File: config.mk
export PLATFORM = sky130hd
export DESIGN_NAME = frost_alarm_level_hysteresis_flat
export DESIGN_NICKNAME = d
export VERILOG_FILES = /design/src/hw/rtl/fah_pkg.sv /design/src/hw/rtl/fah_req_if.sv /design/src/hw/rtl/fah_rsp_if.sv /design/src/hw/rtl/fah_csr.sv /design/src/hw/rtl/fah_score.sv /design/src/hw/rtl/fah_level.sv /design/src/hw/rtl/frost_alarm_level_hysteresis.sv /design/src/flat_wrapper.sv
export SDC_FILE = /design/constraint.sdc
export NUM_CORES = 1
export LEC_CHECK = 0
export BUFFER_PORTS_ARGS = -buffer_cell sky130_fd_sc_hd__buf_2
export CAP_MARGIN = 0
export CORE_ASPECT_RATIO = 1.5
export CORE_MARGIN = 2
export CORE_UTILIZATION = 55
export DETAILED_ROUTE_END_ITERATION = 12
export GPL_TIMING_DRIVEN = 0
export PLACE_DENSITY = 0.77
export SLEW_MARGIN = 10
export SYNTH_ARGS = -nofsm -noshare
export SYNTH_HDL_FRONTEND = slang
export SYNTH_SLANG_ARGS = --single-unit
export TNS_END_PERCENT = 5
File: constraint.sdc
create_clock -name clock -period 9.5 [get_ports clock]
set_input_delay 0 -clock clock [delete_from_list [all_inputs] [get_ports clock]]
set_output_delay 0 -clock clock [all_outputs]
set_load 0.05 [all_outputs]
File: src/hw/rtl/fah_pkg.sv
// shared types, constants and helpers for the frost alarm level block
`timescale 1ns / 1ps

package fah_pkg;

   // configuration bus geometry
   localparam int unsigned PADDR_W = 5;
   localparam int unsigned PDATA_W = 32;

   // register map, one word each at byte address 4*index
   typedef enum logic [2:0] {
      REG_HIGH_PRESSURE  = 3'd0,
      REG_LOW_HUMIDITY   = 3'd1,
      REG_FROST_TEMP     = 3'd2,
      REG_CRITICAL_TEMP  = 3'd3,
      REG_EARLY_MIN_TEMP = 3'd4,
      REG_CRITICAL_SCORE = 3'd5,
      REG_EARLY_SCORE    = 3'd6,
      REG_HOLD_MINUTES   = 3'd7
   } reg_index_type;

   // alarm levels, ordered by severity
   typedef enum logic [1:0] {
      LEVEL_NORMAL   = 2'd0,
      LEVEL_EARLY    = 2'd1,
      LEVEL_CRITICAL = 2'd2,
      LEVEL_FROST    = 2'd3
   } level_type;

   // register reset values
   localparam logic [13:0] HIGH_PRESSURE_RST  = 14'd10200;
   localparam logic [9:0]  LOW_HUMIDITY_RST   = 10'd600;
   localparam logic [13:0] FROST_TEMP_RST     = 14'd0;
   localparam logic [13:0] CRITICAL_TEMP_RST  = 14'd200;
   localparam logic [14:0] EARLY_MIN_TEMP_RST = 15'd300;
   localparam logic [2:0]  CRITICAL_SCORE_RST = 3'd4;
   localparam logic [2:0]  EARLY_SCORE_RST    = 3'd2;
   localparam logic [10:0] HOLD_MINUTES_RST   = 11'd30;

   // value ranges
   localparam logic [13:0]        PRESSURE_MAX = 14'd12000;
   localparam logic [9:0]         HUMIDITY_MAX = 10'd1000;
   localparam logic signed [13:0] TEMP_MIN     = -14'sd4000;
   localparam logic signed [13:0] TEMP_MAX     = 14'sd6000;
   localparam logic signed [14:0] TMIN_MIN     = -15'sd10000;
   localparam logic signed [14:0] TMIN_MAX     = 15'sd6000;
   localparam logic [10:0]        HOLD_MAX     = 11'd1440;

   // fixed risk thresholds
   localparam logic signed [10:0] STABLE_DP_LIMIT = 11'sd10;
   localparam logic signed [13:0] STRONG_COOLING  = 14'sd100;
   localparam logic signed [13:0] CRITICAL_DEW    = 14'sd0;
   localparam logic signed [13:0] COLD_TEMP       = 14'sd400;

   // hold time in seconds: 1440 minutes * 60 fits in 17 bits
   localparam int unsigned HOLD_SECS_W = 17;

   typedef struct packed {
      logic [13:0] high_pressure;
      logic [9:0]  low_humidity;
      logic [13:0] frost_temp;
      logic [13:0] critical_temp;
      logic [14:0] early_min_temp;
      logic [2:0]  critical_score;
      logic [2:0]  early_score;
      logic [10:0] hold_minutes;
   } cfg_type;

   typedef struct packed {
      logic [13:0] pressure;
      logic [10:0] pressure_change;
      logic        pressure_change_valid;
      logic [9:0]  humidity;
      logic [13:0] cooling_rate;
      logic        cooling_rate_valid;
      logic [13:0] dew_point;
      logic [13:0] temperature;
      logic [14:0] min_temp_estimate;
      logic        min_temp_valid;
      logic [31:0] now_seconds;
   } req_item_type;

   typedef struct packed {
      level_type level;
      logic      pending;
   } level_stat_type;

   // clamp a 14 bit temperature to its range
   function automatic logic [13:0] sat_temp(input logic [13:0] v);
      logic [13:0] r;
      r = v;
      if ($signed(v) < TEMP_MIN) r = TEMP_MIN;
      if ($signed(v) > TEMP_MAX) r = TEMP_MAX;
      return r;
   endfunction

   // clamp a 15 bit projected minimum to its range
   function automatic logic [14:0] sat_tmin(input logic [14:0] v);
      logic [14:0] r;
      r = v;
      if ($signed(v) < TMIN_MIN) r = TMIN_MIN;
      if ($signed(v) > TMIN_MAX) r = TMIN_MAX;
      return r;
   endfunction

endpackage

File: src/hw/rtl/fah_req_if.sv
// input channel: one weather evaluation per transfer
`timescale 1ns / 1ps

interface fah_req_if;
   logic        valid;
   logic        ready;
   logic [13:0] pressure;
   logic [10:0] pressure_change;
   logic        pressure_change_valid;
   logic [9:0]  humidity;
   logic [13:0] cooling_rate;
   logic        cooling_rate_valid;
   logic [13:0] dew_point;
   logic [13:0] temperature;
   logic [14:0] min_temp_estimate;
   logic        min_temp_valid;
   logic [31:0] now_seconds;

   modport source (
      output valid, pressure, pressure_change, pressure_change_valid, humidity,
             cooling_rate, cooling_rate_valid, dew_point, temperature,
             min_temp_estimate, min_temp_valid, now_seconds,
      input  ready
   );

   modport sink (
      input  valid, pressure, pressure_change, pressure_change_valid, humidity,
             cooling_rate, cooling_rate_valid, dew_point, temperature,
             min_temp_estimate, min_temp_valid, now_seconds,
      output ready
   );
endinterface

File: src/hw/rtl/fah_rsp_if.sv
// result channel: score, alarm level and stepping-down flag per transfer
`timescale 1ns / 1ps

interface fah_rsp_if;
   logic       valid;
   logic       ready;
   logic [2:0] risk_score;
   logic [1:0] alarm_level;
   logic       stepping_down;

   modport source (
      output valid, risk_score, alarm_level, stepping_down,
      input  ready
   );

   modport sink (
      input  valid, risk_score, alarm_level, stepping_down,
      output ready
   );
endinterface

File: src/hw/rtl/fah_csr.sv
// configuration register file with write-time range clamping
`timescale 1ns / 1ps

module fah_csr
   import fah_pkg::*;
(
   input  logic               clock,
   input  logic               reset,
   input  logic               psel,
   input  logic               penable,
   input  logic               pwrite,
   input  logic [PADDR_W-1:0] paddr,
   input  logic [PDATA_W-1:0] pwdata,
   output logic [PDATA_W-1:0] prdata,
   output logic               pready,
   output cfg_type            cfg
);

   cfg_type       cfg_ff;
   cfg_type       cfg_in;
   reg_index_type index;
   logic          wr_en;

   assign pready = 1'b1;
   assign index  = reg_index_type'(paddr[PADDR_W-1:2]);
   assign wr_en  = psel && penable && pwrite;
   assign cfg    = cfg_ff;

   // write decode with clamping to each register's range
   always_comb begin
      cfg_in = cfg_ff;
      if (wr_en) begin
         case (index)
            REG_HIGH_PRESSURE: begin
               cfg_in.high_pressure = (pwdata[13:0] > PRESSURE_MAX) ?
                                      PRESSURE_MAX : pwdata[13:0];
            end
            REG_LOW_HUMIDITY: begin
               cfg_in.low_humidity = (pwdata[9:0] > HUMIDITY_MAX) ?
                                     HUMIDITY_MAX : pwdata[9:0];
            end
            REG_FROST_TEMP:     cfg_in.frost_temp     = sat_temp(pwdata[13:0]);
            REG_CRITICAL_TEMP:  cfg_in.critical_temp  = sat_temp(pwdata[13:0]);
            REG_EARLY_MIN_TEMP: cfg_in.early_min_temp = sat_tmin(pwdata[14:0]);
            REG_CRITICAL_SCORE: cfg_in.critical_score = pwdata[2:0];
            REG_EARLY_SCORE:    cfg_in.early_score    = pwdata[2:0];
            REG_HOLD_MINUTES: begin
               cfg_in.hold_minutes = (pwdata[10:0] > HOLD_MAX) ?
                                     HOLD_MAX : pwdata[10:0];
            end
            default: cfg_in = cfg_ff;
         endcase
      end
   end

   always_ff @(posedge clock) begin
      if (reset) begin
         cfg_ff.high_pressure  <= HIGH_PRESSURE_RST;
         cfg_ff.low_humidity   <= LOW_HUMIDITY_RST;
         cfg_ff.frost_temp     <= FROST_TEMP_RST;
         cfg_ff.critical_temp  <= CRITICAL_TEMP_RST;
         cfg_ff.early_min_temp <= EARLY_MIN_TEMP_RST;
         cfg_ff.critical_score <= CRITICAL_SCORE_RST;
         cfg_ff.early_score    <= EARLY_SCORE_RST;
         cfg_ff.hold_minutes   <= HOLD_MINUTES_RST;
      end else begin
         cfg_ff <= cfg_in;
      end
   end

   // read back, signed registers sign extended
   always_comb begin
      case (index)
         REG_HIGH_PRESSURE:  prdata = {18'd0, cfg_ff.high_pressure};
         REG_LOW_HUMIDITY:   prdata = {22'd0, cfg_ff.low_humidity};
         REG_FROST_TEMP:     prdata = {{18{cfg_ff.frost_temp[13]}}, cfg_ff.frost_temp};
         REG_CRITICAL_TEMP:  prdata = {{18{cfg_ff.critical_temp[13]}}, cfg_ff.critical_temp};
         REG_EARLY_MIN_TEMP: begin
            prdata = {{17{cfg_ff.early_min_temp[14]}}, cfg_ff.early_min_temp};
         end
         REG_CRITICAL_SCORE: prdata = {29'd0, cfg_ff.critical_score};
         REG_EARLY_SCORE:    prdata = {29'd0, cfg_ff.early_score};
         REG_HOLD_MINUTES:   prdata = {21'd0, cfg_ff.hold_minutes};
         default:            prdata = '0;
      endcase
   end

endmodule

File: src/hw/rtl/fah_score.sv
// risk score and desired alarm level for one evaluation
`timescale 1ns / 1ps

module fah_score
   import fah_pkg::*;
(
   input  req_item_type item,
   input  cfg_type      cfg,
   output logic [2:0]   score,
   output level_type    want
);

   logic [13:0] pres;
   logic [9:0]  hum;
   logic [13:0] temp;
   logic [14:0] tmin;
   logic        stable_hit;
   logic        dry_hit;
   logic        cool_hit;
   logic        dew_hit;
   logic        cold_hit;

   // clamp fields whose range edge can flip a compare against a register
   assign pres = (item.pressure > PRESSURE_MAX) ? PRESSURE_MAX : item.pressure;
   assign hum  = (item.humidity > HUMIDITY_MAX) ? HUMIDITY_MAX : item.humidity;
   assign temp = sat_temp(item.temperature);
   assign tmin = sat_tmin(item.min_temp_estimate);

   // threshold tests; fixed limits lie well inside the field ranges
   assign stable_hit = item.pressure_change_valid && (pres > cfg.high_pressure) &&
                       ($signed(item.pressure_change) < STABLE_DP_LIMIT) &&
                       ($signed(item.pressure_change) > -STABLE_DP_LIMIT);
   assign dry_hit    = hum < cfg.low_humidity;
   assign cool_hit   = item.cooling_rate_valid &&
                       ($signed(item.cooling_rate) > STRONG_COOLING);
   assign dew_hit    = $signed(item.dew_point) <= CRITICAL_DEW;
   assign cold_hit   = $signed(temp) < COLD_TEMP;

   // weighted sum, at most 7
   assign score = {2'd0, stable_hit} + {2'd0, dry_hit} + {1'b0, cool_hit, 1'b0} +
                  {1'b0, dew_hit, 1'b0} + {2'd0, cold_hit};

   // desired level, most severe first
   always_comb begin
      if ($signed(temp) <= $signed(cfg.frost_temp)) begin
         want = LEVEL_FROST;
      end else if (score >= cfg.critical_score ||
                   $signed(temp) < $signed(cfg.critical_temp)) begin
         want = LEVEL_CRITICAL;
      end else if (score >= cfg.early_score ||
                   (item.min_temp_valid &&
                    $signed(tmin) < $signed(cfg.early_min_temp))) begin
         want = LEVEL_EARLY;
      end else begin
         want = LEVEL_NORMAL;
      end
   end

endmodule

File: src/hw/rtl/fah_level.sv
// alarm level with immediate rise and held descent
`timescale 1ns / 1ps

module fah_level
   import fah_pkg::*;
(
   input  logic                   clock,
   input  logic                   reset,
   input  logic                   step,
   input  level_type              want,
   input  logic [31:0]            now,
   input  logic [HOLD_SECS_W-1:0] hold_secs,
   output level_stat_type         stat
);

   level_type   level_ff;
   level_type   level_in;
   logic        pending_ff;
   logic        pending_in;
   logic [31:0] start_ff;
   logic [31:0] start_in;
   logic [31:0] elapsed;

   // next level, pending flag and descent start for the item in hand
   always_comb begin
      level_in   = level_ff;
      pending_in = 1'b0;
      start_in   = start_ff;
      elapsed    = '0;
      if (want >= level_ff) begin
         level_in = want;
      end else begin
         start_in   = pending_ff ? start_ff : now;
         elapsed    = now - start_in;
         pending_in = 1'b1;
         if (elapsed >= {{(32-HOLD_SECS_W){1'b0}}, hold_secs}) begin
            level_in   = want;
            pending_in = 1'b0;
         end
      end
   end

   assign stat.level   = level_in;
   assign stat.pending = pending_in;

   always_ff @(posedge clock) begin
      if (reset) begin
         level_ff   <= LEVEL_NORMAL;
         pending_ff <= 1'b0;
         start_ff   <= '0;
      end else if (step) begin
         level_ff   <= level_in;
         pending_ff <= pending_in;
         start_ff   <= start_in;
      end
   end

endmodule

File: src/hw/rtl/frost_alarm_level_hysteresis.sv
// top level of the frost alarm level block with hysteresis
// Use: each transfer on req_chan carries one weather evaluation (pressure, six
// hour change, humidity, cooling rate, dew point, temperature, projected
// minimum, validity flags and a time stamp in seconds). For each one the block
// returns one transfer on rsp_chan: risk score 0..7, alarm level and a flag
// that is set while a lower level waits out the hold time.
// An item taken on req_chan sits in the input register, and its result loads
// into the output register. Throughput is one item per cycle while rsp_chan
// takes results, set by the single evaluation stage between the input and
// output registers; the level state updates as each result loads.
// When rsp_chan stalls the output register holds its result and the input
// register still takes one more item; req_chan.ready drops only when both are
// full. Configuration goes through the APB-style port, one register per word
// at byte address 4*index, values clamped to their range as written; write it
// only while no item is in flight.
// Reset (synchronous, active high) empties both registers, sets the level to
// normal with no descent pending and loads the register defaults.
`timescale 1ns / 1ps

module frost_alarm_level_hysteresis
   import fah_pkg::*;
(
   input  logic               clock,
   input  logic               reset,
   fah_req_if.sink            req_chan,
   fah_rsp_if.source          rsp_chan,
   input  logic               psel,
   input  logic               penable,
   input  logic               pwrite,
   input  logic [PADDR_W-1:0] paddr,
   input  logic [PDATA_W-1:0] pwdata,
   output logic [PDATA_W-1:0] prdata,
   output logic               pready
);

   cfg_type                cfg;
   req_item_type           item;
   req_item_type           s1_item_ff;
   logic                   s1_valid_ff;
   logic                   s1_valid_in;
   logic                   rsp_valid_ff;
   logic                   rsp_valid_in;
   logic [2:0]             score_ff;
   logic [1:0]             level_out_ff;
   logic                   pending_out_ff;
   logic                   advance;
   logic                   req_xfer;
   logic                   step;
   logic [2:0]             score;
   level_type              want;
   level_stat_type         stat;
   logic [HOLD_SECS_W-1:0] hold_secs;

   fah_csr u_csr (
      .clock   (clock),
      .reset   (reset),
      .psel    (psel),
      .penable (penable),
      .pwrite  (pwrite),
      .paddr   (paddr),
      .pwdata  (pwdata),
      .prdata  (prdata),
      .pready  (pready),
      .cfg     (cfg)
   );

   // gather the input transfer
   assign item.pressure              = req_chan.pressure;
   assign item.pressure_change       = req_chan.pressure_change;
   assign item.pressure_change_valid = req_chan.pressure_change_valid;
   assign item.humidity              = req_chan.humidity;
   assign item.cooling_rate          = req_chan.cooling_rate;
   assign item.cooling_rate_valid    = req_chan.cooling_rate_valid;
   assign item.dew_point             = req_chan.dew_point;
   assign item.temperature           = req_chan.temperature;
   assign item.min_temp_estimate     = req_chan.min_temp_estimate;
   assign item.min_temp_valid        = req_chan.min_temp_valid;
   assign item.now_seconds           = req_chan.now_seconds;

   // handshake between the two registers
   assign advance        = !rsp_valid_ff || rsp_chan.ready;
   assign req_chan.ready = !s1_valid_ff || advance;
   assign req_xfer       = req_chan.valid && req_chan.ready;
   assign step           = s1_valid_ff && advance;
   assign s1_valid_in    = req_xfer || (s1_valid_ff && !advance);
   assign rsp_valid_in   = step || (rsp_valid_ff && !rsp_chan.ready);

   // hold time in seconds: minutes * 64 - minutes * 4
   assign hold_secs = ({{(HOLD_SECS_W-11){1'b0}}, cfg.hold_minutes} << 6) -
                      ({{(HOLD_SECS_W-11){1'b0}}, cfg.hold_minutes} << 2);

   fah_score u_score (
      .item  (s1_item_ff),
      .cfg   (cfg),
      .score (score),
      .want  (want)
   );

   fah_level u_level (
      .clock     (clock),
      .reset     (reset),
      .step      (step),
      .want      (want),
      .now       (s1_item_ff.now_seconds),
      .hold_secs (hold_secs),
      .stat      (stat)
   );

   // control registers
   always_ff @(posedge clock) begin
      if (reset) begin
         s1_valid_ff  <= 1'b0;
         rsp_valid_ff <= 1'b0;
      end else begin
         s1_valid_ff  <= s1_valid_in;
         rsp_valid_ff <= rsp_valid_in;
      end
   end

   // payload registers
   always_ff @(posedge clock) begin
      if (req_xfer) begin
         s1_item_ff <= item;
      end
      if (step) begin
         score_ff       <= score;
         level_out_ff   <= stat.level;
         pending_out_ff <= stat.pending;
      end
   end

   assign rsp_chan.valid         = rsp_valid_ff;
   assign rsp_chan.risk_score    = score_ff;
   assign rsp_chan.alarm_level   = level_out_ff;
   assign rsp_chan.stepping_down = pending_out_ff;

endmodule

File: src/flat_wrapper.sv
// flat-port wrapper written by rule: the top's interface ports become plain ports
module frost_alarm_level_hysteresis_flat import fah_pkg::*;
  (clock, reset, psel, penable, pwrite, paddr, pwdata, prdata, pready, req_chan_valid, req_chan_pressure, req_chan_pressure_change, req_chan_pressure_change_valid, req_chan_humidity, req_chan_cooling_rate, req_chan_cooling_rate_valid, req_chan_dew_point, req_chan_temperature, req_chan_min_temp_estimate, req_chan_min_temp_valid, req_chan_now_seconds, req_chan_ready, rsp_chan_valid, rsp_chan_risk_score, rsp_chan_alarm_level, rsp_chan_stepping_down, rsp_chan_ready);
  fah_req_if req_chan_i ();
  fah_rsp_if rsp_chan_i ();
  input  logic clock;
  input  logic reset;
  input  logic psel;
  input  logic penable;
  input  logic pwrite;
  input  logic [PADDR_W-1:0] paddr;
  input  logic [PDATA_W-1:0] pwdata;
  output logic [PDATA_W-1:0] prdata;
  output logic pready;
  input wire logic [$bits(req_chan_i.valid)-1:0] req_chan_valid;
  input wire logic [$bits(req_chan_i.pressure)-1:0] req_chan_pressure;
  input wire logic [$bits(req_chan_i.pressure_change)-1:0] req_chan_pressure_change;
  input wire logic [$bits(req_chan_i.pressure_change_valid)-1:0] req_chan_pressure_change_valid;
  input wire logic [$bits(req_chan_i.humidity)-1:0] req_chan_humidity;
  input wire logic [$bits(req_chan_i.cooling_rate)-1:0] req_chan_cooling_rate;
  input wire logic [$bits(req_chan_i.cooling_rate_valid)-1:0] req_chan_cooling_rate_valid;
  input wire logic [$bits(req_chan_i.dew_point)-1:0] req_chan_dew_point;
  input wire logic [$bits(req_chan_i.temperature)-1:0] req_chan_temperature;
  input wire logic [$bits(req_chan_i.min_temp_estimate)-1:0] req_chan_min_temp_estimate;
  input wire logic [$bits(req_chan_i.min_temp_valid)-1:0] req_chan_min_temp_valid;
  input wire logic [$bits(req_chan_i.now_seconds)-1:0] req_chan_now_seconds;
  output wire logic [$bits(req_chan_i.ready)-1:0] req_chan_ready;
  output wire logic [$bits(rsp_chan_i.valid)-1:0] rsp_chan_valid;
  output wire logic [$bits(rsp_chan_i.risk_score)-1:0] rsp_chan_risk_score;
  output wire logic [$bits(rsp_chan_i.alarm_level)-1:0] rsp_chan_alarm_level;
  output wire logic [$bits(rsp_chan_i.stepping_down)-1:0] rsp_chan_stepping_down;
  input wire logic [$bits(rsp_chan_i.ready)-1:0] rsp_chan_ready;
  assign req_chan_i.valid = req_chan_valid;
  assign req_chan_i.pressure = req_chan_pressure;
  assign req_chan_i.pressure_change = req_chan_pressure_change;
  assign req_chan_i.pressure_change_valid = req_chan_pressure_change_valid;
  assign req_chan_i.humidity = req_chan_humidity;
  assign req_chan_i.cooling_rate = req_chan_cooling_rate;
  assign req_chan_i.cooling_rate_valid = req_chan_cooling_rate_valid;
  assign req_chan_i.dew_point = req_chan_dew_point;
  assign req_chan_i.temperature = req_chan_temperature;
  assign req_chan_i.min_temp_estimate = req_chan_min_temp_estimate;
  assign req_chan_i.min_temp_valid = req_chan_min_temp_valid;
  assign req_chan_i.now_seconds = req_chan_now_seconds;
  assign req_chan_ready = req_chan_i.ready;
  assign rsp_chan_valid = rsp_chan_i.valid;
  assign rsp_chan_risk_score = rsp_chan_i.risk_score;
  assign rsp_chan_alarm_level = rsp_chan_i.alarm_level;
  assign rsp_chan_stepping_down = rsp_chan_i.stepping_down;
  assign rsp_chan_i.ready = rsp_chan_ready;
  frost_alarm_level_hysteresis u_core (.clock(clock), .reset(reset), .req_chan(req_chan_i), .rsp_chan(rsp_chan_i), .psel(psel), .penable(penable), .pwrite(pwrite), .paddr(paddr), .pwdata(pwdata), .prdata(prdata), .pready(pready));
endmodule
==> results of run 1 <==
## registers in the layout, summed over array words and instances, names as in the netlist, 2 cells and up
signal and flops:
u_core.s1_item_ff 127, u_core.u_level.start_ff 32, u_core.rsp_chan.alarm_level 2, u_core.u_csr.cfg 84
u_core.rsp_chan.risk_score 3, u_core.u_level.level_ff 2
## how the worst max path moves through the flow
stage	depth (start not counted)	from	to
global placement	36	u_core.s1_item_ff[113]$_DFFE_PP_	u_core.rsp_chan.alarm_level[1]$_DFFE_PP_
finish	36	u_core.s1_item_ff[113]$_DFFE_PP_	u_core.rsp_chan.alarm_level[1]$_DFFE_PP_
global route	36	u_core.s1_item_ff[113]$_DFFE_PP_	u_core.rsp_chan.alarm_level[1]$_DFFE_PP_
detailed placement	36	u_core.s1_item_ff[113]$_DFFE_PP_	u_core.rsp_chan.alarm_level[1]$_DFFE_PP_
floorplan	35	u_core.s1_item_ff[113]$_DFFE_PP_	u_core.rsp_chan.alarm_level[1]$_DFFE_PP_
CTS	36	u_core.s1_item_ff[113]$_DFFE_PP_	u_core.rsp_chan.alarm_level[1]$_DFFE_PP_
## area by class of cell
class | instances | area, sq um | share of cell area
Clock inverter | 19 | 232.7 | 0.01242
Buffer | 97 | 459.2 | 0.02451
Sequential cell | 254 | 6416 | 0.3425
Timing Repair Buffer | 322 | 2342 | 0.1250
Tap cell | 342 | 427.9 | 0.02284
Clock buffer | 31 | 700.7 | 0.03741
Inverter | 120 | 450.4 | 0.02405
Multi-Input combinational cell | 1097 | 7702 | 0.4112
## cell families (layout without fill, tap and decap cells)
group                      Yosys count  in the layout  share of synthesized area
AOI/OAI and AO/OA                  424            424                     0.1920
xor gates and xnor gates            30             30                    0.01750
adders and majority gates          133            133                     0.1123
buffers and inverters              217            589                    0.06057
DFF                                254            254                     0.4272
muxes                               62             62                    0.04641
other                                1              1                  0.0002497
and+or+nand+nor                    447            447                     0.1438
## metal layers
layer  GRT usage  vias to the layer above
met5           0                        -
met1      0.3234                     6434
li1            -                     6436
met4      0.2136                        0
met3     0.04518                      167
met2      0.6033                      593
## per-stage QoR
step / area (sq um) / util / hold slack, ns
after CTS: 18730 / 0.6928 / 0.01606
after floorplan: 15020 / - / 0.09887
after global placement: 16340 / 0.6045 / 0.1760
after detailed placement: 16390 / 0.6061 / 0.1781
after global routing: 18730 / 0.6928 / 0.02459
final: 18730 / 0.6928 / 0.01405
## power groups by stage
| stage | Sequential (mW) | Combinational [mW] | Clock [mW] |
|---|---|---|---|
| 6_report | 1.24 | 0.555 | 1.12 |
| 5_1_grt | 1.24 | 0.609 | 1.16 |
| 4_1_cts | 1.24 | 0.545 | 1.12 |
| 3_5_place_dp | 1.26 | 0.495 | 0 |
| 3_3_place_gp | 1.26 | 0.483 | 0 |
| 2_1_floorplan | 1.26 | 0.341 | 0 |
## Yosys cell counts (20+ instances only)
cell and count:
clkbuf_1 57, edfxtp_1 133, nand4_1 21, nand3_1 37
nand2_1 97, a21oi_1 106, ha_1 130, a21o_1 36
inv_1 115, nand2b_1 33, nor2_1 141, mux2i_1 55
o21ai_0 63, a211oi_1 55, and2_1 20, nor3_1 36
dfxtp_1 121, o21a_1 21
## what timing repair did
item / 4_1_cts / 5_1_grt
hold buffers: 141 / 0
gates resized for setup: 0 / 0
hold endpoints to repair: 151 / 0
## critical path, delay by kind of cell (launching register included)
kind,cells,cell delay [ns]
AND/OR/NAND/NOR,11,1.96
adder cells (fa/ha/maj),5,1.82
AO/OA/AOI/OAI,18,3.62
flip-flops,1,0.40
buffers and inverters,2,0.52
==> impl_metrics.env, run 1 <==
export IMPL_slowest_delay_ns=0.49
export IMPL_hold_path_endpoint="u_core.u_csr.cfg[53]$_SDFFE_PP0P_"
export IMPL_fmax_mhz=117.7
export IMPL_slew_viol_final=0
export IMPL_gp_congestion=0.9607
export IMPL_setup_viol=0
export IMPL_r2r_start="u_core.s1_item_ff[113]$_DFFE_PP_"
export IMPL_worstPathRequired_ns=9.89
export IMPL_drc=0
export IMPL_clockRootBuffer="clkbuf_16"
export IMPL_worstSkewPairLatency_ns=0.56
export IMPL_leakagePower_nw=7.605
export IMPL_mostFrequentLayoutCell="buf_2"
export IMPL_p_total_mw=2.910
export IMPL_grt_pass1_wl_microns=71630
export IMPL_rsz0062_at_grt="false"
export IMPL_startpoint_type="register"
export IMPL_worst_slack_ns=1.000
export IMPL_grt_start_max_net_pins=65
export IMPL_netlist_area_sq_um=15020
export IMPL_min_path_type="primary input to register"
export IMPL_power_density_nw_per_um2=155.4
export IMPL_yosysTopAreaCellShare=0.2659
export IMPL_htree_levels=1
export IMPL_cap_violations=0
export IMPL_stdcell_count=2282
export IMPL_syn_avg_cell_area_sq_um=9.578
export IMPL_p_comb_frac=0.191
export IMPL_cts_setup_buffers=0
export IMPL_intPower_mw=2.085
export IMPL_nets=2223
export IMPL_cp_slowest_cell="fa_1"
export IMPL_fin_crit_sh=0.8947
export IMPL_p_sw_frac=0.2836
export IMPL_placed_cells=2091
export IMPL_n_antenna_cell=0
export IMPL_die_y_microns=206.4
export IMPL_syn_nets=1872
export IMPL_initial_core_util=0.5555
export IMPL_fillers=2087
export IMPL_drt_iter0_drc=813
export IMPL_fin_setup_tns_ns=0
export IMPL_pre_cts_slack_ns=1.074
export IMPL_final_hold_viol_count=0
export IMPL_yosysWarnings=0
export IMPL_pwr_share_seq=0.426
export IMPL_num_vias=13630
export IMPL_arrival_ns=8.89
export IMPL_grt_pass1_vias=13640
export IMPL_routed_wl_microns=46790
export IMPL_r2r_slack_ns=1.00
export IMPL_clockBufferDepth=3
export IMPL_hold_depth=3
export IMPL_postRouteAntennaNets=0
export IMPL_synth_flop_cell="edfxtp_1"
export IMPL_ys_async_sr_fraction=0
export IMPL_top_layer="met4"
export IMPL_ys_seq_area_frac=0.4272
export IMPL_vdd_ir_drop_max_uv=167.9
export IMPL_routed_wl_met2_microns=24470
export IMPL_worst_pin_slew_ns=0.9184
export IMPL_yosys_top_cells_area="edfxtp_1 27%, dfxtp_1 16%, ha_1 11%, mux2i_1 3.7%, a21oi_1 3.5%"
export IMPL_pwr_share_clk=0.384
export IMPL_avgRoutedWirePerCell_microns=20.51
export IMPL_power_switching_mw=0.8252
export IMPL_viasPerCell=5.973
export IMPL_layout_min_cycle_time_ns=8.500
export IMPL_drt_pass1_iterations=6
export IMPL_wl_met1_microns=16350
export IMPL_pin_count=212
export IMPL_syn_instance_count=1568
export IMPL_yosysUniqueCellTypes=80
export IMPL_cts_tree="built"
export IMPL_holdCritStartpoint="pwdata[7]"
export IMPL_critical_path_class="register to register"
export IMPL_cts_buffers=27
export IMPL_grt_usage=0.3185
export IMPL_synth_edf_count=133
export IMPL_worst_setup_path_end_kind="register"
export IMPL_slew_headroom=0.3877
export IMPL_status="finished clean"
export IMPL_overflow=0
export IMPL_crit_fanout=10
export IMPL_core_sq_um=27040
export IMPL_area_growth_pct=24.73
export IMPL_fin_skew_ns=0.01832
export IMPL_reg2reg_depth=36
export IMPL_rr_endpoint="u_core.rsp_chan.alarm_level[1]$_DFFE_PP_"
export IMPL_layout_common_cells="188 x buf_2, 141 x nor2_1, 141 x dlygate4sd3_1"
export IMPL_drive_above_1_share=0.1505
export IMPL_yosys_area_top_type="edfxtp_1"
export IMPL_post_dp_hpwl_microns=33710
export IMPL_port_buffer_count=179
export IMPL_cts_sinks=254
export IMPL_rows=74
export IMPL_die_w_microns=138.9
export IMPL_path_clk_slew_ns=0.07
export IMPL_antenna_found_initial=0
export IMPL_met3_length_microns=2620
export IMPL_ys_seq_elements=254
export IMPL_die_area_sq_um=28670
(Power assumes the default switching activity.)
==> inputs of run 2 (changes only) <==
--- a/config.mk
+++ b/config.mk
@@ -7,7 +7,6 @@
 export LEC_CHECK = 0
 export BUFFER_PORTS_ARGS = -buffer_cell sky130_fd_sc_hd__buf_2
 export CAP_MARGIN = 0
-export CORE_ASPECT_RATIO = 1.5
 export CORE_MARGIN = 2
 export CORE_UTILIZATION = 55
 export DETAILED_ROUTE_END_ITERATION = 12
==> run 2 against run 1 <==
Compared with the run above: utilization rose by 0.58 points; non-clock buffer count fell by 2; largest power group unchanged; die area barely moved; sequential power barely moved; setup slack got worse by 0.20 ns.
==> impl_metrics.env, run 2 (synthesis results as in run 1) <==
export IMPL_status="finished clean"
export IMPL_clockBufferDepth=3
export IMPL_routed_wl_microns=44820
export IMPL_placed_cells=2089
export IMPL_grt_pass1_vias=13160
export IMPL_die_w_microns=169.2
export IMPL_antenna_found_initial=0
export IMPL_startpoint_type="register"
export IMPL_seqCellArea_sq_um=6416
export IMPL_power_density_nw_per_um2=157.0
export IMPL_final_hold_viol_count=0
export IMPL_drt_pass1_iterations=5
export IMPL_arrival_ns=9.09
export IMPL_postRouteAntennaNets=0
export IMPL_post_dp_hpwl_microns=31210
export IMPL_htree_levels=1
export IMPL_core_sq_um=26880
export IMPL_worstSkewPairLatency_ns=0.57
export IMPL_fillers=2033
export IMPL_die_area_sq_um=28640
export IMPL_slew_headroom=0.3468
export IMPL_drt_iter0_drc=1405
export IMPL_n_antenna_cell=0
export IMPL_cts_tree="built"
export IMPL_multiInputGateArea_sq_um=7702
export IMPL_leakagePower_nw=7.649
export IMPL_num_vias=13430
export IMPL_gp_congestion=0.9854
export IMPL_area_growth_pct=25.02
export IMPL_initial_core_util=0.5588
export IMPL_fin_crit_sh=0.9160
export IMPL_fin_skew_ns=0.02899
export IMPL_cts_setup_buffers=0
export IMPL_overflow=0
export IMPL_rr_endpoint="u_core.rsp_chan.alarm_level[1]$_DFFE_PP_"
export IMPL_drc=0
export IMPL_crit_fanout=10
export IMPL_layout_min_cycle_time_ns=8.702
export IMPL_clockRootBuffer="clkbuf_16"
export IMPL_die_y_microns=169.2
export IMPL_cp_slowest_cell="fa_1"
export IMPL_drive_above_1_share=0.1490
export IMPL_cts_sinks=254
export IMPL_grt_pass1_wl_microns=69580
export IMPL_dpl_cell_area_sq_um=16380
export IMPL_slowest_delay_ns=0.63
export IMPL_path_clk_slew_ns=0.06
export IMPL_worst_setup_path_end_kind="register"
export IMPL_hold_slack_ns=0.04991
export IMPL_setup_viol=0
export IMPL_nets=2222
export IMPL_fin_setup_tns_ns=0
export IMPL_largest_reg_flops=127
export IMPL_stdcell_count=2281
export IMPL_holdCritStartpoint="pwdata[5]"
export IMPL_cts_buffers=28
export IMPL_grt_start_max_net_pins=72
export IMPL_viasPerCell=5.888
export IMPL_critical_path_class="register to register"
export IMPL_fmax_mhz=114.9
export IMPL_hold_path_endpoint="u_core.u_csr.cfg[65]$_SDFFE_PP0P_"
export IMPL_mostFrequentLayoutCell="buf_2"
export IMPL_top_register="u_core.s1_item_ff"
export IMPL_cap_violations=0
export IMPL_r2r_start="u_core.s1_item_ff[113]$_DFFE_PP_"
export IMPL_r2r_slack_ns=0.80
export IMPL_final_util=0.6986
export IMPL_worst_pin_slew_ns=0.9798
export IMPL_avgRoutedWirePerCell_microns=19.65
export IMPL_worstPathRequired_ns=9.89
export IMPL_port_buffer_count=179
export IMPL_rsz0062_at_grt="false"
export IMPL_layout_common_cells="188 x buf_2, 141 x nor2_1, 140 x dlygate4sd3_1"
export IMPL_slew_viol_final=0
export IMPL_pin_count=212
export IMPL_min_path_type="primary input to register"
export IMPL_reg2reg_depth=36
export IMPL_rows=60
export IMPL_hold_depth=3
export IMPL_grt_usage=0.3064
export IMPL_vdd_ir_drop_max_uv=160.7
export IMPL_final_area_sq_um=18780
==> run 2: report_power, final <==
group	internal [mW]	leakage, nW	total (mW)	switching (mW)
registers	1.21	2.28	1.24	0.0277
logic	0.229	4.89	0.550	0.322
clock network	0.694	0.482	1.16	0.464
total	2.13	7.65	2.95	0.813
==> run 2: through the flow <==
stage / power (mW) / setup slack [ns]
detailed placement: 1.749 / 0.9020
finish: 2.948 / 0.7981
CTS: 2.937 / 0.7921
global placement: 1.740 / 1.173
global route: 3.059 / 0.04115
floorplan: 1.603 / 2.483
==> run 2: critical path: cells and delay by family, from the launching register on <==
family	cells	cell delay, ns
AOI/OAI and AO/OA	18	3.81
adders and majority gates	5	1.90
DFF	1	0.39
buffers and inverters	2	0.50
and+or+nand+nor	11	1.91
==> run 2: layer usage <==
metal  up-vias  GRT usage  wire (microns)
li1       6427          -               -
met1      6341     0.3969           18760
met2       549     0.5216           21350
met3       114    0.04664            3074
met4         0     0.1115            1626
met5         -          0               0
==> run 2: worst max-delay path by stage <==
| stage | to | slack [ns] | depth (start not counted) | startpoint |
|---|---|---|---|---|
| final | u_core.rsp_chan.alarm_level[1]$_DFFE_PP_ | 0.80 | 36 | u_core.s1_item_ff[113]$_DFFE_PP_ |
| after global routing | u_core.rsp_chan.alarm_level[1]$_DFFE_PP_ | 0.04 | 36 | u_core.s1_item_ff[113]$_DFFE_PP_ |
| after CTS | u_core.rsp_chan.alarm_level[1]$_DFFE_PP_ | 0.79 | 36 | u_core.s1_item_ff[113]$_DFFE_PP_ |
| after detailed placement | u_core.rsp_chan.alarm_level[1]$_DFFE_PP_ | 0.90 | 36 | u_core.s1_item_ff[113]$_DFFE_PP_ |
| after global placement | u_core.rsp_chan.alarm_level[1]$_DFFE_PP_ | 1.17 | 35 | u_core.s1_item_ff[113]$_DFFE_PP_ |
| after floorplan | u_core.rsp_chan.alarm_level[1]$_DFFE_PP_ | 2.48 | 35 | u_core.s1_item_ff[113]$_DFFE_PP_ |
==> run 2: layout make-up <==
class                      instances  share of cell area
buffer                            97             0.02446
clock buffer                      42             0.04452
clock inverter                    10            0.008530
inverter                         120             0.02399
multi-input combinational       1097              0.4102
sequential                       254              0.3417
tap                              341             0.02272
timing repair buffer             320              0.1238
==> run 2: what timing repair did <==
item	CTS	global route
resized for setup	0	0
hold buffers	140	0
endpoints found under the hold margin	150	0
